[src/svo_pkg.sv]
// ----------------------------------------------------------------------------
// svo_pkg
// Shared types and constants for the sound voice oscillator.
// ----------------------------------------------------------------------------
package svo_pkg;

    localparam int PHASE_W = 24;
    localparam int NOISE_W = 23;
    localparam int FREQ_W  = 16;
    localparam int PW_W    = 12;
    localparam int WAVE_W  = 12;
    localparam int CTRL_W  = 8;
    localparam int SEL_W   = 4;
    localparam int APB_AW  = 3;
    localparam int APB_DW  = 32;

    localparam logic [NOISE_W-1:0] NOISE_SEED = 23'h7FFFF8;
    localparam logic [PW_W-1:0]    PW_MAX     = 12'hFFF;
    localparam logic [WAVE_W-1:0]  WAVE_FULL  = 12'hFFF;

    localparam logic [APB_AW-1:0] ADDR_FREQUENCY   = 3'd0;
    localparam logic [APB_AW-1:0] ADDR_PULSE_WIDTH = 3'd4;

    localparam logic [SEL_W-1:0] SEL_TRIANGLE = 4'd1;
    localparam logic [SEL_W-1:0] SEL_SAW      = 4'd2;
    localparam logic [SEL_W-1:0] SEL_PULSE    = 4'd4;
    localparam logic [SEL_W-1:0] SEL_NOISE    = 4'd8;

    localparam logic KIND_TICK  = 1'b0;
    localparam logic KIND_CTRL  = 1'b1;

    localparam int CTRL_TEST_BIT = 3;
    localparam int CTRL_RING_BIT = 2;
    localparam int CTRL_SYNC_BIT = 1;

    typedef struct packed {
        logic              kind;
        logic [CTRL_W-1:0] control_byte;
        logic              source_counter_msb;
        logic              sync_pulse;
    } t_item;

    typedef struct packed {
        logic [PHASE_W-1:0] phase_count;
        logic [PHASE_W-1:0] previous_phase;
        logic [NOISE_W-1:0] noise_shift;
        logic [SEL_W-1:0]   wave_select;
        logic               test_flag;
        logic               ring_flag;
        logic               sync_flag;
    } t_osc_state;

    typedef struct packed {
        t_osc_state state;
        logic       msb_rising;
    } t_step;

endpackage

[src/svo_ifs.sv]
// ----------------------------------------------------------------------------
// svo_ifs
// Item and result channels of the sound voice oscillator.
// ----------------------------------------------------------------------------
interface svo_in_if;
    import svo_pkg::*;

    logic              valid;
    logic              ready;
    logic              kind;
    logic [CTRL_W-1:0] control_byte;
    logic              source_counter_msb;
    logic              sync_pulse;

    modport source (output valid, kind, control_byte, source_counter_msb, sync_pulse,
                    input ready);
    modport sink   (input valid, kind, control_byte, source_counter_msb, sync_pulse,
                    output ready);
endinterface

interface svo_out_if;
    import svo_pkg::*;

    logic              valid;
    logic              ready;
    logic [WAVE_W-1:0] wave_out;
    logic              msb_rising;
    logic              counter_msb;

    modport source (output valid, wave_out, msb_rising, counter_msb, input ready);
    modport sink   (input valid, wave_out, msb_rising, counter_msb, output ready);
endinterface

[src/svo_regs.sv]
// ----------------------------------------------------------------------------
// svo_regs
// APB register file: frequency word and pulse width.
// ----------------------------------------------------------------------------
module svo_regs (
    input  logic                          i_clk,
    input  logic                          i_rst_n,
    input  logic                          psel,
    input  logic                          penable,
    input  logic                          pwrite,
    input  logic [svo_pkg::APB_AW-1:0]    paddr,
    input  logic [svo_pkg::APB_DW-1:0]    pwdata,
    output logic [svo_pkg::APB_DW-1:0]    prdata,
    output logic                          pready,
    output logic [svo_pkg::FREQ_W-1:0]    o_frequency,
    output logic [svo_pkg::PW_W-1:0]      o_pulse_width
);
    import svo_pkg::*;

    logic [FREQ_W-1:0] r_frequency;
    logic [PW_W-1:0]   r_pulse_width;
    logic              wr_en;

    assign pready = 1'b1;
    assign wr_en  = psel && penable && pwrite && pready;

    always_ff @(posedge i_clk) begin
        if (!i_rst_n) begin
            r_frequency   <= '0;
            r_pulse_width <= '0;
        end else if (wr_en) begin
            unique case (paddr)
                ADDR_FREQUENCY:   r_frequency   <= pwdata[FREQ_W-1:0];
                ADDR_PULSE_WIDTH: r_pulse_width <= pwdata[PW_W-1:0];
                default: ;
            endcase
        end
    end

    always_comb begin
        unique case (paddr)
            ADDR_FREQUENCY:   prdata = {{(APB_DW-FREQ_W){1'b0}}, r_frequency};
            ADDR_PULSE_WIDTH: prdata = {{(APB_DW-PW_W){1'b0}}, r_pulse_width};
            default:          prdata = '0;
        endcase
    end

    assign o_frequency   = r_frequency;
    assign o_pulse_width = r_pulse_width;

endmodule

[src/svo_state.sv]
// ----------------------------------------------------------------------------
// svo_state
// Oscillator state: phase accumulator, noise LFSR and control flags.
// ----------------------------------------------------------------------------
module svo_state (
    input  logic                       i_clk,
    input  logic                       i_rst_n,
    input  logic                       i_step,
    input  svo_pkg::t_item             i_item,
    input  logic [svo_pkg::FREQ_W-1:0] i_frequency,
    output svo_pkg::t_step             o_step
);
    import svo_pkg::*;

    t_osc_state r_state;
    t_osc_state n_state;
    logic       rising;

    always_comb begin
        n_state = r_state;
        rising  = 1'b0;
        if (i_item.kind == KIND_CTRL) begin
            n_state.wave_select = i_item.control_byte[CTRL_W-1 -: SEL_W];
            if (i_item.control_byte[CTRL_TEST_BIT]) begin
                n_state.phase_count = '0;
                n_state.noise_shift = '0;
            end else if (r_state.test_flag) begin
                n_state.noise_shift = NOISE_SEED;
            end
            n_state.test_flag = i_item.control_byte[CTRL_TEST_BIT];
            n_state.ring_flag = i_item.control_byte[CTRL_RING_BIT];
            n_state.sync_flag = i_item.control_byte[CTRL_SYNC_BIT];
        end else begin
            if (!r_state.test_flag) begin
                n_state.previous_phase = r_state.phase_count;
                n_state.phase_count    = r_state.phase_count
                                       + {{(PHASE_W-FREQ_W){1'b0}}, i_frequency};
            end
            rising = !n_state.previous_phase[PHASE_W-1] && n_state.phase_count[PHASE_W-1];
            // noise clocks on the rising edge of phase bit 19
            if (!n_state.previous_phase[19] && n_state.phase_count[19]) begin
                n_state.noise_shift = {r_state.noise_shift[NOISE_W-2:0],
                                       r_state.noise_shift[22] ^ r_state.noise_shift[17]};
            end
            if (i_item.sync_pulse && r_state.sync_flag) begin
                n_state.phase_count = '0;
            end
        end
    end

    always_ff @(posedge i_clk) begin
        if (!i_rst_n) begin
            r_state.phase_count    <= '0;
            r_state.previous_phase <= '0;
            r_state.noise_shift    <= NOISE_SEED;
            r_state.wave_select    <= '0;
            r_state.test_flag      <= 1'b0;
            r_state.ring_flag      <= 1'b0;
            r_state.sync_flag      <= 1'b0;
        end else if (i_step) begin
            r_state <= n_state;
        end
    end

    assign o_step.state      = n_state;
    assign o_step.msb_rising = rising;

    a_test_holds_phase: assert property (@(posedge i_clk) disable iff (!i_rst_n)
        (i_step && i_item.kind == KIND_TICK && r_state.test_flag
         && !(i_item.sync_pulse && r_state.sync_flag))
        |=> (r_state.phase_count == $past(r_state.phase_count)))
        else $error("phase moved while test bit set");

    a_test_set_clears: assert property (@(posedge i_clk) disable iff (!i_rst_n)
        (i_step && i_item.kind == KIND_CTRL && i_item.control_byte[CTRL_TEST_BIT])
        |=> (r_state.phase_count == '0 && r_state.noise_shift == '0 && r_state.test_flag))
        else $error("test bit write did not clear phase and noise");

    a_noise_alive: assert property (@(posedge i_clk) disable iff (!i_rst_n)
        !r_state.test_flag |-> (r_state.noise_shift != '0))
        else $error("noise register stuck at zero");

endmodule

[src/svo_wave.sv]
// ----------------------------------------------------------------------------
// svo_wave
// Waveform select: triangle, saw, pulse and noise outputs.
// ----------------------------------------------------------------------------
module svo_wave (
    input  svo_pkg::t_osc_state        i_state,
    input  logic [svo_pkg::PW_W-1:0]   i_pulse_width,
    input  logic                       i_source_msb,
    output logic [svo_pkg::WAVE_W-1:0] o_wave
);
    import svo_pkg::*;

    logic              tri_msb;
    logic [WAVE_W-1:0] tri_val;
    logic [WAVE_W-1:0] top;
    logic [WAVE_W-1:0] noise_val;
    logic [NOISE_W-1:0] s;

    assign s       = i_state.noise_shift;
    assign top     = i_state.phase_count[PHASE_W-1 -: WAVE_W];
    assign tri_msb = i_state.phase_count[PHASE_W-1] ^ (i_state.ring_flag & i_source_msb);
    assign tri_val = tri_msb ? ~i_state.phase_count[PHASE_W-2 -: WAVE_W]
                             :  i_state.phase_count[PHASE_W-2 -: WAVE_W];
    assign noise_val = {s[22], s[20], s[16], s[13], s[11], s[7], s[4], s[2], 4'b0000};

    always_comb begin
        case (i_state.wave_select)
            SEL_TRIANGLE: o_wave = tri_val;
            SEL_SAW:      o_wave = top;
            SEL_PULSE:    o_wave = (i_pulse_width == PW_MAX || top >= i_pulse_width)
                                   ? WAVE_FULL : '0;
            SEL_NOISE:    o_wave = noise_val;
            default:      o_wave = '0;
        endcase
    end

endmodule

[src/sound_voice_oscillator.sv]
// ----------------------------------------------------------------------------
// sound_voice_oscillator
// One voice oscillator: 24-bit phase accumulator, 23-bit noise LFSR and
// triangle / saw / pulse / noise waveform output, one result per item.
// ----------------------------------------------------------------------------
// Every item (tick or control write) passes through an input register, the
// combinational state update and waveform logic, and a result register; the
// result register loads when it is empty or its last result is being taken,
// and one item is taken per clock when the result side keeps up. The phase,
// noise and flag registers update at the edge where the item moves into the
// result register, so consecutive items see each other's effect with no gap.
// The user must write frequency and pulse width over APB only while no item is
// in flight; the block itself does not enforce it.
module sound_voice_oscillator (
    input  logic                          i_clk,
    input  logic                          i_rst_n,
    input  logic                          psel,
    input  logic                          penable,
    input  logic                          pwrite,
    input  logic [svo_pkg::APB_AW-1:0]    paddr,
    input  logic [svo_pkg::APB_DW-1:0]    pwdata,
    output logic [svo_pkg::APB_DW-1:0]    prdata,
    output logic                          pready,
    svo_in_if.sink                        i_in,
    svo_out_if.source                     o_out
);
    import svo_pkg::*;

    logic              r_in_valid;
    t_item             r_in;
    logic              r_out_valid;
    logic [WAVE_W-1:0] r_wave;
    logic              r_rising;
    logic              r_msb;

    logic              advance;
    logic              step;
    logic [FREQ_W-1:0] frequency;
    logic [PW_W-1:0]   pulse_width;
    t_step             step_res;
    logic [WAVE_W-1:0] wave;

    assign advance    = !r_out_valid || o_out.ready;
    assign step       = r_in_valid && advance;
    assign i_in.ready = !r_in_valid || advance;

    always_ff @(posedge i_clk) begin
        if (!i_rst_n) begin
            r_in_valid <= 1'b0;
        end else if (i_in.valid && i_in.ready) begin
            r_in_valid <= 1'b1;
        end else if (advance) begin
            r_in_valid <= 1'b0;
        end
    end

    always_ff @(posedge i_clk) begin
        if (i_in.valid && i_in.ready) begin
            r_in.kind               <= i_in.kind;
            r_in.control_byte       <= i_in.control_byte;
            r_in.source_counter_msb <= i_in.source_counter_msb;
            r_in.sync_pulse         <= i_in.sync_pulse;
        end
    end

    always_ff @(posedge i_clk) begin
        if (!i_rst_n) begin
            r_out_valid <= 1'b0;
        end else if (advance) begin
            r_out_valid <= r_in_valid;
        end
    end

    always_ff @(posedge i_clk) begin
        if (step) begin
            r_wave   <= wave;
            r_rising <= step_res.msb_rising;
            r_msb    <= step_res.state.phase_count[PHASE_W-1];
        end
    end

    svo_regs u_regs (
        .i_clk         (i_clk),
        .i_rst_n       (i_rst_n),
        .psel          (psel),
        .penable       (penable),
        .pwrite        (pwrite),
        .paddr         (paddr),
        .pwdata        (pwdata),
        .prdata        (prdata),
        .pready        (pready),
        .o_frequency   (frequency),
        .o_pulse_width (pulse_width)
    );

    svo_state u_state (
        .i_clk       (i_clk),
        .i_rst_n     (i_rst_n),
        .i_step      (step),
        .i_item      (r_in),
        .i_frequency (frequency),
        .o_step      (step_res)
    );

    svo_wave u_wave (
        .i_state       (step_res.state),
        .i_pulse_width (pulse_width),
        .i_source_msb  (r_in.source_counter_msb),
        .o_wave        (wave)
    );

    assign o_out.valid       = r_out_valid;
    assign o_out.wave_out    = r_wave;
    assign o_out.msb_rising  = r_rising;
    assign o_out.counter_msb = r_msb;

endmodule

[src/flat_wrapper.sv]
// flat-port wrapper written by rule: the top's interface ports become plain ports
module sound_voice_oscillator_flat import svo_pkg::*;
  (i_clk, i_rst_n, psel, penable, pwrite, paddr, pwdata, prdata, pready, i_in_valid, i_in_kind, i_in_control_byte, i_in_source_counter_msb, i_in_sync_pulse, i_in_ready, o_out_valid, o_out_wave_out, o_out_msb_rising, o_out_counter_msb, o_out_ready);
  svo_in_if i_in_i ();
  svo_out_if o_out_i ();
  input  logic i_clk;
  input  logic i_rst_n;
  input  logic psel;
  input  logic penable;
  input  logic pwrite;
  input  logic [svo_pkg::APB_AW-1:0] paddr;
  input  logic [svo_pkg::APB_DW-1:0] pwdata;
  output logic [svo_pkg::APB_DW-1:0] prdata;
  output logic pready;
  input wire logic [$bits(i_in_i.valid)-1:0] i_in_valid;
  input wire logic [$bits(i_in_i.kind)-1:0] i_in_kind;
  input wire logic [$bits(i_in_i.control_byte)-1:0] i_in_control_byte;
  input wire logic [$bits(i_in_i.source_counter_msb)-1:0] i_in_source_counter_msb;
  input wire logic [$bits(i_in_i.sync_pulse)-1:0] i_in_sync_pulse;
  output wire logic [$bits(i_in_i.ready)-1:0] i_in_ready;
  output wire logic [$bits(o_out_i.valid)-1:0] o_out_valid;
  output wire logic [$bits(o_out_i.wave_out)-1:0] o_out_wave_out;
  output wire logic [$bits(o_out_i.msb_rising)-1:0] o_out_msb_rising;
  output wire logic [$bits(o_out_i.counter_msb)-1:0] o_out_counter_msb;
  input wire logic [$bits(o_out_i.ready)-1:0] o_out_ready;
  assign i_in_i.valid = i_in_valid;
  assign i_in_i.kind = i_in_kind;
  assign i_in_i.control_byte = i_in_control_byte;
  assign i_in_i.source_counter_msb = i_in_source_counter_msb;
  assign i_in_i.sync_pulse = i_in_sync_pulse;
  assign i_in_ready = i_in_i.ready;
  assign o_out_valid = o_out_i.valid;
  assign o_out_wave_out = o_out_i.wave_out;
  assign o_out_msb_rising = o_out_i.msb_rising;
  assign o_out_counter_msb = o_out_i.counter_msb;
  assign o_out_i.ready = o_out_ready;
  sound_voice_oscillator u_core (.i_clk(i_clk), .i_rst_n(i_rst_n), .psel(psel), .penable(penable), .pwrite(pwrite), .paddr(paddr), .pwdata(pwdata), .prdata(prdata), .pready(pready), .i_in(i_in_i), .o_out(o_out_i));
endmodule
[config.mk]
export PLATFORM = sky130hd
export DESIGN_NAME = sound_voice_oscillator_flat
export DESIGN_NICKNAME = d
export VERILOG_FILES = /design/src/svo_pkg.sv /design/src/svo_ifs.sv /design/src/svo_regs.sv /design/src/svo_state.sv /design/src/svo_wave.sv /design/src/sound_voice_oscillator.sv /design/src/flat_wrapper.sv
export SDC_FILE = /design/constraint.sdc
export NUM_CORES = 1
export LEC_CHECK = 0
export BUFFER_PORTS_ARGS = -buffer_cell sky130_fd_sc_hd__buf_4
export CAP_MARGIN = 10
export CELL_PAD_IN_SITES_DETAIL_PLACEMENT = 1
export CELL_PAD_IN_SITES_GLOBAL_PLACEMENT = 2
export CORE_MARGIN = 2
export CORE_UTILIZATION = 34
export CTS_CLUSTER_SIZE = 24
export DETAILED_ROUTE_END_ITERATION = 10
export GPL_TIMING_DRIVEN = 1
export PLACE_DENSITY_LB_ADDON = 0.08
export SYNTH_ARGS = -nofsm -noshare
export SYNTH_HDL_FRONTEND = slang
export SYNTH_SLANG_ARGS = --single-unit
[constraint.sdc]
create_clock -name i_clk -period 5.1 [get_ports i_clk]
set_clock_uncertainty 0.05 [all_clocks]
set_input_delay 1.02 -clock i_clk [delete_from_list [all_inputs] [get_ports i_clk]]
set_output_delay 1.02 -clock i_clk [all_outputs]
set_load 0.02 [all_outputs]
# Word level (Yosys, flattened, before mapping)

Cells that the tools add are included.

Add/sub/neg operators: 1
Magnitude comparators: 1
Equality and inequality tests: 9
Muxes and demuxes: 16
Bitwise gates (word level): 5
Reductions and logical operators: 23

Operator list:

| operator               | count |
|---|---|
| $mux W48               | 2 |
| $mux W23               | 4 |
| $mux W24               | 3 |
| $pmux W12 S4           | 1 |
| $pmux W16 S2           | 1 |
| $add A24 B16 Y24       | 1 |
| $mux W12               | 2 |
| $eq A12 B12 Y1 const B | 1 |
| $ge A12 B12 Y1         | 1 |
| $not A12 Y12           | 1 |
| $reduce_and A2 Y1      | 4 |
| $logic_and A1 B1 Y1    | 7 |
| $mux W7                | 1 |
| $reduce_and A3 Y1      | 2 |
| $eq A4 B1 Y1 const B   | 1 |
| $eq A4 B2 Y1 const B   | 1 |
| $eq A4 B3 Y1 const B   | 1 |
| $eq A4 B4 Y1 const B   | 1 |
| $logic_not A1 Y1       | 4 |
| $reduce_bool A2 Y1     | 2 |
| $eq A3 B3 Y1 const B   | 1 |
| $logic_not A3 Y1       | 1 |
| $logic_or A1 B1 Y1     | 3 |
| $ne A3 B1 Y1 const B   | 1 |
| 6 further kinds        | 8 |

Register bits after elaboration: 111
Input bits: 53
Output and inout port bits: 49
Logic and storage cells: 75

# Longest topological paths before layout

Gate-level depths: netlist of run 1.

Word-level depth: 9
Gate-level depth with buffers: 19
Gate-level depth less buffers: 18

# By module

From an unflattened synthesis of run 1, not the netlist that was laid out.

Cells, all modules: 941
Area total of the unflattened synthesis: 8,095.3 um2

Modules (own cells, without submodules):

| module                 | times used | cells an instance | area an instance (um2) | seq. area each (um2) |
|---|---|---|---|---|
| svo_state              | 1          | 641               | 5,009.8                | 1,561.5 |
| svo_regs               | 1          | 163               | 1,480.2                | 560.5 |
| sound_voice_oscillator | 1          | 34                | 854.6                  | 790.8 |
| svo_wave               | 1          | 103               | 750.7                  | 0.0 |

# Worst setup path after synthesis of run 1

OpenSTA, ideal clock, no wires.

Kind: reg2reg
Start: reg u_core.u_regs.r_frequency[0], in the netlist u_core.u_regs.o_frequency[0]
End: reg u_core.r_wave[5], in the netlist u_core.o_out.wave_out[5] (data pin)
Library setup time: 0.271 ns
Arrival time: 3.788 ns
Data required time: 4.779 ns
Setup slack: 0.992 ns
Cell stages (with the launch flop): 19
Buffers on the path: 0
Clock period less this slack: 4.108 ns
Cells stage by stage: dfxtp_1 -> ha_1 -> inv_1 -> fa_1 -> nand2b_1 -> a21oi_1 -> a41oi_2 -> o21ai_1 -> a21oi_1 -> o31ai_1 -> ha_1 -> a21o_1 -> a21o_1 -> a21oi_1 -> o21ai_0 -> a31oi_1 -> o2bb2ai_1 -> a221oi_1 -> o211ai_2

RTL lines:

| item                   | RTL line                     | text |
|---|---|---|
| from (decl)            | svo_regs.sv:20               | `logic [FREQ_W-1:0] r_frequency;` |
| from (signal assigned) | svo_regs.sv:33               | `ADDR_FREQUENCY: r_frequency <= pwdata[FREQ_W-1:0];` |
| to (signal assigned)   | sound_voice_oscillator.sv:76 | `r_wave <= wave;` |
| to (decl)              | sound_voice_oscillator.sv:32 | `logic [WAVE_W-1:0] r_wave;` |

==> results.toml, run 1 <==
[critical_path]
crit_buf_inv = 2
crit_family = "compound AO/OA/AOI/OAI gates"
worstPathRequired_ps = 5130
critPathArrivalTime_ps = 4760
critical_path.slowest_cell = "fa_1"
critPathMaxFanout = 6
r2r_slack_ps = 370
crit_chain = "ha_1 -> inv_1 -> fa_1 -> nand2b_1 -> a21oi_2 -> a41oi_2 -> o21a_1 -> o311ai_1 -> o31ai_1 -> buf_4 -> ha_1 -> a21o_1 -> a21o_1 -> a21oi_1 -> o21ai_0 -> a31oi_2 -> o2bb2ai_2 -> a221oi_1 -> o221ai_1"
r2r-start = "u_core.u_regs.o_frequency[0]"
r2r-end = "u_core.o_out.wave_out[11]"
slowest_delay_ps = 400
crit_start = "u_core.u_regs.o_frequency[0]"
endpoint_kind = "register"
worstSetupPathType = "reg -> reg"
start_kind = "register"
reg2regPathDepth = 19

[synth]
synth_async_sr_flop_share = 0
synth_area_um2 = 6480
synth.area.top_cells = "dfxtp_1, edfxtp_1, a21oi_1"
yosysUniqueCellTypes = 80
syn_area_per_cell_um2 = 8.49
yosysTopAreaCell = "dfxtp_1"
ys_warn_count = 0
ys.flop_type = "dfxtp_1"
ys_ff_latch = 110
synth_top_area_share = 0.266
seq_area_frac_synth = 0.377
synth_edf_count = 24
syn_inst = 763

[detailed_routing]
dr.pass1.iters = 4
wl_um = 19600
drtIter0Drc = 240
viasPerCell = 5.42
wl_per_cell_um = 18.7
final_antenna_net_count = 0
drc_errors = 0
vias = 5688

[sta]
fin_tns_setup_ps = 0
drv_slew = 0
rsz0062_at_grt = "no"
setup_viol = 0
fmax_mhz = 212
slew_headroom = 0.381
holdWs_ps = 418
min_period_ps = 4730
fin_crit_sh = 0.927
tightest_slew_ps = 925
finalHoldViolations = 0

[cts]
cts_tree = "done"
ctsHoldBuffers = 0
cts_max_level = 3
clk_latency_ps = 370
cts.path.max_buffers = 2
clkTransAtPathRegs_ps = 80
clock-sinks = 110
cts_made_buffers = 9
root_buffer = "clkbuf_16"

[pwr]
p_per_area_nw_per_um2 = 260
p_leak_uw = 0.00312
irDropWorstVdd_mv = 0.159

[job]
cap_viol_max_count = 0

[placement]
hpwl_um = 14800
routabilityCongestion = 0.856
io_buffers = 67

[grt]
grt.total_usage = 0.198
grt_pass1_vias = 5869
grt_pass1_wl_um = 31300
grt_max_degree = 41
antenna_found_initial = 0
grt_overflow = 0

[floorplanning]
row_count = 50
die_y_um = 142
pin_count = 102
core_um2 = 18700
die-width_um = 142
initial_core_util = 0.346
die_area_um2 = 20200

[cells_and_area]
layout_commonest_cell = "nor2_1"
antenna_cells = 0
nFillCells = 2236
drive_gt1_frac = 0.153
final_util = 0.398
nNetsFinal = 892
synthToLayoutAreaGrowth_pct = 14.9
final_cell_mix = "nor2_1, dfxtp_1, buf_4"

[min_path]
hp-class = "reg -> reg"
hold-path-endpoint = "u_core.u_state.r_state[1]"
hp-start = "u_core.u_state.r_state[1]"
hold_depth = 2

[outcome]
status = "completed"
-- worst reg2reg max path, cell delays in order, from the launching register on --
cell and delay, ps:
dfxtp_1 390, ha_1 210, inv_1 60, fa_1 400, nand2b_1 180, a21oi_2 230, a41oi_2 220, o21a_1 310
o311ai_1 320, o31ai_1 130, buf_4 190, ha_1 330, a21o_1 170, a21o_1 170, a21oi_1 120, o21ai_0 120
a31oi_2 250, o2bb2ai_2 140, a221oi_1 270, o221ai_1 180
-- routing by layer --
layer  vias to the layer above  track usage  wire length, um
li1                       2783            -                -
met1                      2786        0.241             8720
met2                        90        0.347             9620
met3                        29       0.0333              633
met4                         0       0.0795              664
met5                         -            0                0
-- registers in the layout, indices dropped and copies added, names as in the netlist --
name	count
u_core.u_state.r_state	56
u_core.o_out.counter_msb	1
u_core.r_in	10
u_core.u_regs.o_frequency	16
u_core.u_regs.o_pulse_width	12
u_core.o_out.msb_rising	1
u_core.o_out.wave_out	12
u_core.r_in_valid	1
u_core.o_out.valid	1
-- how the worst max path moves through the flow --
stage,to,slack [ps],cells past startpoint
floorplan,u_core.o_out.wave_out[5],990,18
global placement,u_core.o_out.wave_out[6],330,19
detailed placement,u_core.o_out.wave_out[6],190,19
CTS,u_core.o_out.wave_out[6],160,19
global route,u_core.o_out.wave_out[11],60,19
finish,u_core.o_out.wave_out[11],370,19
-- Yosys cell counts, types with 15 or more instances --
library cell   n
a211oi_1      16
edfxtp_1      24
nand3_1       24
mux2i_1       28
xnor2_1       15
ha_1          28
o21ai_0       24
inv_1         38
clkbuf_1      30
nand2_1       76
buf_4         18
nor2_1        91
dfxtp_1       86
a21oi_1       72
-- per-stage QoR --
stage	cells	power, uW	worst slack [ps]	instance area [um2]
final	1049	1930	372	7440
after global routing	1049	2010	58.5	7440
after CTS	1049	1950	160	7420
after detailed placement	1033	1240	190	7130
after global placement	1033	1230	335	7130
after floorplan	778	1150	992	6530
-- layout make-up --
class                           count  area (um2)  share of cell area
Timing Repair Buffer               83         623              0.0838
Tap cell                          234         293              0.0394
Clock inverter                      6        62.6             0.00841
Clock buffer                       10         229              0.0308
Sequential cell                   110        2440               0.328
Inverter                           39         146              0.0197
Multi-Input combinational cell    567        3640               0.490
-- timing repair --
item                                    4_1_cts  5_1_grt
endpoints found under the setup margin        0        7
setup buffers                                 0        0
resized for setup                             0        5
-- power breakdown --
group	leakage (uW)	internal [uW]	switching, uW
clock	0.000143	347	371
sequential	0.000935	921	27.9
combinational	0.00204	102	166
total	0.00312	1370	565
-- cell families after synthesis --
family	Yosys count	synth area share
mux	29	0.0450
simple gates	256	0.185
compound gates	212	0.227
xor+xnor	24	0.0354
flops	110	0.377
other cells	2	0.00116
fa+ha+maj	29	0.0572
buf+inv	101	0.0722
No activity file was read; power rests on OpenSTA's default activity.
==> run 2: changes to the inputs <==
- PLACE_DENSITY_LB_ADDON: 0.08 -> 0.1
==> results.toml, run 2 (synthesis gave the netlist of run 1 again) <==
[critical_path]
critPathArrivalTime_ps = 4830
r2r_slack_ps = 300
reg2regPathDepth = 19
critPathMaxFanout = 6
start_kind = "register"
worstSetupEndpoint = "u_core.o_out.wave_out[6]"
worstPathRequired_ps = 5130
r2r-end = "u_core.o_out.wave_out[6]"
crit_start = "u_core.u_regs.o_frequency[0]"
endpoint_kind = "register"
worstSetupPathType = "reg -> reg"
r2r-start = "u_core.u_regs.o_frequency[0]"

[cts]
cts_made_buffers = 9
clkTransAtPathRegs_ps = 80
cts_tree = "done"
ctsHoldBuffers = 0
cts_max_level = 3
cts.path.max_buffers = 2
clock-sinks = 110
clk_latency_ps = 360
root_buffer = "clkbuf_16"

[detailed_routing]
dr.pass1.iters = 4
viasPerCell = 5.43
final_antenna_net_count = 0
wl_met1_um = 8830
top_layer = "met4"
met2_length_um = 9760
vias = 5691
drc_errors = 0
wl_per_cell_um = 18.7
wl_um = 19600
drtIter0Drc = 227
route.met3.wl_um = 485

[placement]
hpwl_um = 14800
routabilityCongestion = 0.843
io_buffers = 67

[cells_and_area]
drive_gt1_frac = 0.156
multiInputGateArea_um2 = 3650
area.sequential_um2 = 2440
nFillCells = 2205
antenna_cells = 0
nNetsFinal = 892
synthToLayoutAreaGrowth_pct = 15.0
top_register = "u_core.u_state.r_state"
final_cell_mix = "nor2_1, dfxtp_1, buf_4"
layout_commonest_cell = "nor2_1"
largest_reg_flops = 56

[floorplanning]
pin_count = 102
die_area_um2 = 20200
die_y_um = 142
initial_core_util = 0.346
core_um2 = 18700
die-width_um = 142
row_count = 50

[min_path]
hp-start = "u_core.u_state.r_state[1]"
hp-class = "reg -> reg"

[grt]
antenna_found_initial = 0
grt_overflow = 0
grt_pass1_wl_um = 32000
grt_pass1_vias = 6004
grt_max_degree = 41
grt.total_usage = 0.201

[sta]
min_period_ps = 4800
holdWs_ps = 415
fin_crit_sh = 0.941
slew_headroom = 0.383
finalHoldViolations = 0
drv_slew = 0
tightest_slew_ps = 922
fmax_mhz = 208
setup_viol = 0

[pwr]
p_leak_uw = 0.00312
p_per_area_nw_per_um2 = 260
fin_total_pwr_uw = 1930
irDropWorstVdd_mv = 0.147

[job]
cap_viol_max_count = 0

[outcome]
status = "completed"
## run 2: changes by cell type in the layout (fill, tap and decap cells not counted), sizes merged
cell	change
clkinv	-1
inv	+1
## run 2: how the worst min path moves through the flow
stage	depth (start not counted)	end	slack (ps)
final	2	u_core.u_state.r_state[1]	420
after global routing	2	u_core.u_state.r_state[0]	470
after CTS	2	u_core.u_state.r_state[1]	420
after detailed placement	2	u_core.u_state.r_state[1]	410
after global placement	2	u_core.u_state.r_state[1]	390
after floorplan	2	u_core.u_state.r_state[1]	380
## run 2: final cells by class
class	instances	area share
multi-input cells	567	0.490
flip-flops and latches	110	0.328
repair buffers	83	0.0836
well taps	234	0.0393
clock buffers	10	0.0312
inverters	39	0.0196
clock inverters	6	0.00840
## run 2: worst max-delay path: stages, from the launching register on
cell and delay [ps]:
dfxtp_1 370, ha_1 210, inv_1 70, fa_1 410, nand2b_1 180, a21oi_2 220
a41oi_2 210, o21a_1 340, o311ai_2 350, o31ai_1 130, buf_4 190, ha_1 310
a21o_1 160, a21o_1 180, a21oi_1 140, o21ai_0 110, a31oi_2 220, o2bb2ai_1 200
a221oi_1 290, o221ai_1 170
## run 2: per-stage QoR
| stage | cell area, um2 | setup slack [ps] | cells | TNS [ps] | util |
|---|---|---|---|---|---|
| 2_1_floorplan | 6530 | 992 | 778 | 0 | - |
| 3_3_place_gp | 7130 | 331 | 1033 | 0 | 0.381 |
| 3_5_place_dp | 7130 | 29.3 | 1033 | 0 | 0.381 |
| 4_1_cts | 7420 | 13.5 | 1049 | 0 | 0.397 |
| 5_1_grt | 7450 | -22.5 | 1049 | -46.6 | 0.398 |
| 6_report | 7450 | 299 | 1049 | 0 | 0.398 |
## run 2: what timing repair did
action,CTS,global route
buffers inserted,0,0
resized for setup,0,6
endpoints found under the setup margin,0,12
## run 2: routing by layer
| metal | up-vias | track usage |
|---|---|---|
| met5 | - | 0 |
| met4 | 0 | 0.0658 |
| met3 | 23 | 0.0293 |
| met2 | 86 | 0.359 |
| met1 | 2798 | 0.247 |
| li1 | 2784 | - |
## run 2: report_power, final
part | switching [uW] | leakage, uW | internal (uW) | total, uW
sequential | 27.7 | 0.000935 | 921 | 949
combinational | 167 | 0.00204 | 102 | 269
clock | 363 | 0.000147 | 353 | 716
==> run 3: changes to the inputs <==
- SETUP_SLACK_MARGIN: not set -> 0.5
==> results.toml, run 3 (synthesis gave the netlist of run 1 again) <==
[outcome]
status = "completed"

[placement]
dp.cells = 1033
post-place-ws_ps = 29.3
io_buffers = 67
hpwl_um = 14800
routabilityCongestion = 0.843

[grt]
grt_overflow = 0
grt_pass1_vias = 6031
grt_max_degree = 41
antenna_found_initial = 0
grt.total_usage = 0.201
grt_pass1_wl_um = 32100

[detailed_routing]
wl_per_cell_um = 18.7
final_antenna_net_count = 0
drtIter0Drc = 267
viasPerCell = 5.42
vias = 5724
dr.pass1.iters = 4
wl_um = 19700
drc_errors = 0

[pwr]
p_per_area_nw_per_um2 = 255
irDropWorstVdd_mv = 0.147
p_leak_uw = 0.00317

[cells_and_area]
largest_reg_flops = 56
antenna_cells = 0
final_cell_mix = "nor2_1, buf_4, dfxtp_1"
multiInputGateArea_um2 = 3750
nFillCells = 2207
synthToLayoutAreaGrowth_pct = 17.4
instances_no_fill = 1056
area.sequential_um2 = 2440
layout_commonest_cell = "nor2_1"
nNetsFinal = 899
top_register = "u_core.u_state.r_state"
drive_gt1_frac = 0.186

[critical_path]
start_kind = "register"
endpoint_kind = "register"
critPathMaxFanout = 7
r2r-end = "u_core.o_out.wave_out[11]"
r2r-start = "u_core.u_regs.o_frequency[7]"
r2r_slack_ps = 720
worstPathRequired_ps = 5120
worstSetupPathType = "reg -> reg"
reg2regPathDepth = 15
critPathArrivalTime_ps = 4400

[sta]
fin_tns_setup_ps = 0
min_period_ps = 4380
rsz0062_at_grt = "no"
setup_viol = 0
tightest_slew_ps = 923
fin_ws_ps = 718
fmax_mhz = 228
fin_crit_sh = 0.859
slew_headroom = 0.383
finalHoldViolations = 0
drv_slew = 0

[floorplanning]
die_area_um2 = 20200
die_y_um = 142
pin_count = 102
core_um2 = 18700
row_count = 50
die-width_um = 142
initial_core_util = 0.346

[cts]
clkTransAtPathRegs_ps = 80
cts.path.max_buffers = 2
clk_latency_ps = 360
cts_made_buffers = 9
cts_tree = "done"
root_buffer = "clkbuf_16"
clock-sinks = 110
cts_max_level = 3

[min_path]
hp-start = "u_core.u_state.r_state[1]"
hp-class = "reg -> reg"
hold-path-endpoint = "u_core.u_state.r_state[1]"
hold_depth = 2

[job]
cap_viol_max_count = 0
run 3: cell types whose count changed in the layout (fill, tap and decap cells not counted), sizes merged:
cell  before  now
buf       83   90
run 3: layout make-up:
class / count / share of cell area
multi-input combinational: 567 / 0.493
timing repair buffer: 90 / 0.0889
tap: 234 / 0.0385
inverter: 39 / 0.0193
sequential: 110 / 0.322
clock inverter: 6 / 0.00823
clock buffer: 10 / 0.0306
run 3: worst max path at each step:
stage	start	end	depth (start not counted)
after floorplan	u_core.u_regs.o_frequency[0]	u_core.o_out.wave_out[5]	18
after global placement	u_core.u_regs.o_frequency[0]	u_core.o_out.wave_out[6]	19
after detailed placement	u_core.u_regs.o_frequency[0]	u_core.o_out.wave_out[11]	19
after CTS	u_core.u_regs.o_frequency[0]	u_core.o_out.wave_out[10]	19
after global routing	u_core.u_regs.o_frequency[0]	u_core.o_out.wave_out[11]	19
final	u_core.u_regs.o_frequency[7]	u_core.o_out.wave_out[11]	15
run 3: stage by stage:
stage	total power (uW)	hold WS (ps)	util	cell area, um2
2_1_floorplan	1150	384	-	6530
3_3_place_gp	1230	392	0.381	7130
3_5_place_dp	1240	407	0.381	7130
4_1_cts	1970	419	0.401	7500
5_1_grt	2030	458	0.406	7600
6_report	1940	416	0.406	7600
run 3: repair_timing:
| action | 4_1_cts | 5_1_grt |
|---|---|---|
| setup endpoints to repair | 12 | 12 |
| hold buffers | 0 | 0 |
| setup buffers | 2 | 5 |
| gates resized for setup | 13 | 16 |
| pin swaps | 3 | 7 |
| cloned | 0 | 0 |
run 3: routing by layer:
metal,vias up,share of wire,GRT usage
li1,2802,-,-
met1,2795,0.45,0.247
met2,98,0.49,0.357
met3,29,0.030,0.0313
met4,0,0.031,0.0711
met5,-,0,0
run 3: critical path, stage by stage (launching register included):
cell       delay, ps
dfxtp_1          390
ha_1             460
nand4_2          210
nand4b_1         310
o211a_1          250
o31ai_2          350
mux2i_1          140
a21oi_2          210
inv_1            110
ha_1             200
a2111oi_0        370
o21ai_0          220
a31oi_2          290
o2bb2ai_4        130
a221oi_2         220
o221ai_1         170
run 3: report_power, final:
part           total, uW  leakage, uW  internal, uW  switching [uW]
sequential           950     0.000936           921            28.6
combinational        277      0.00208           106             171
clock                715     0.000147           353             362
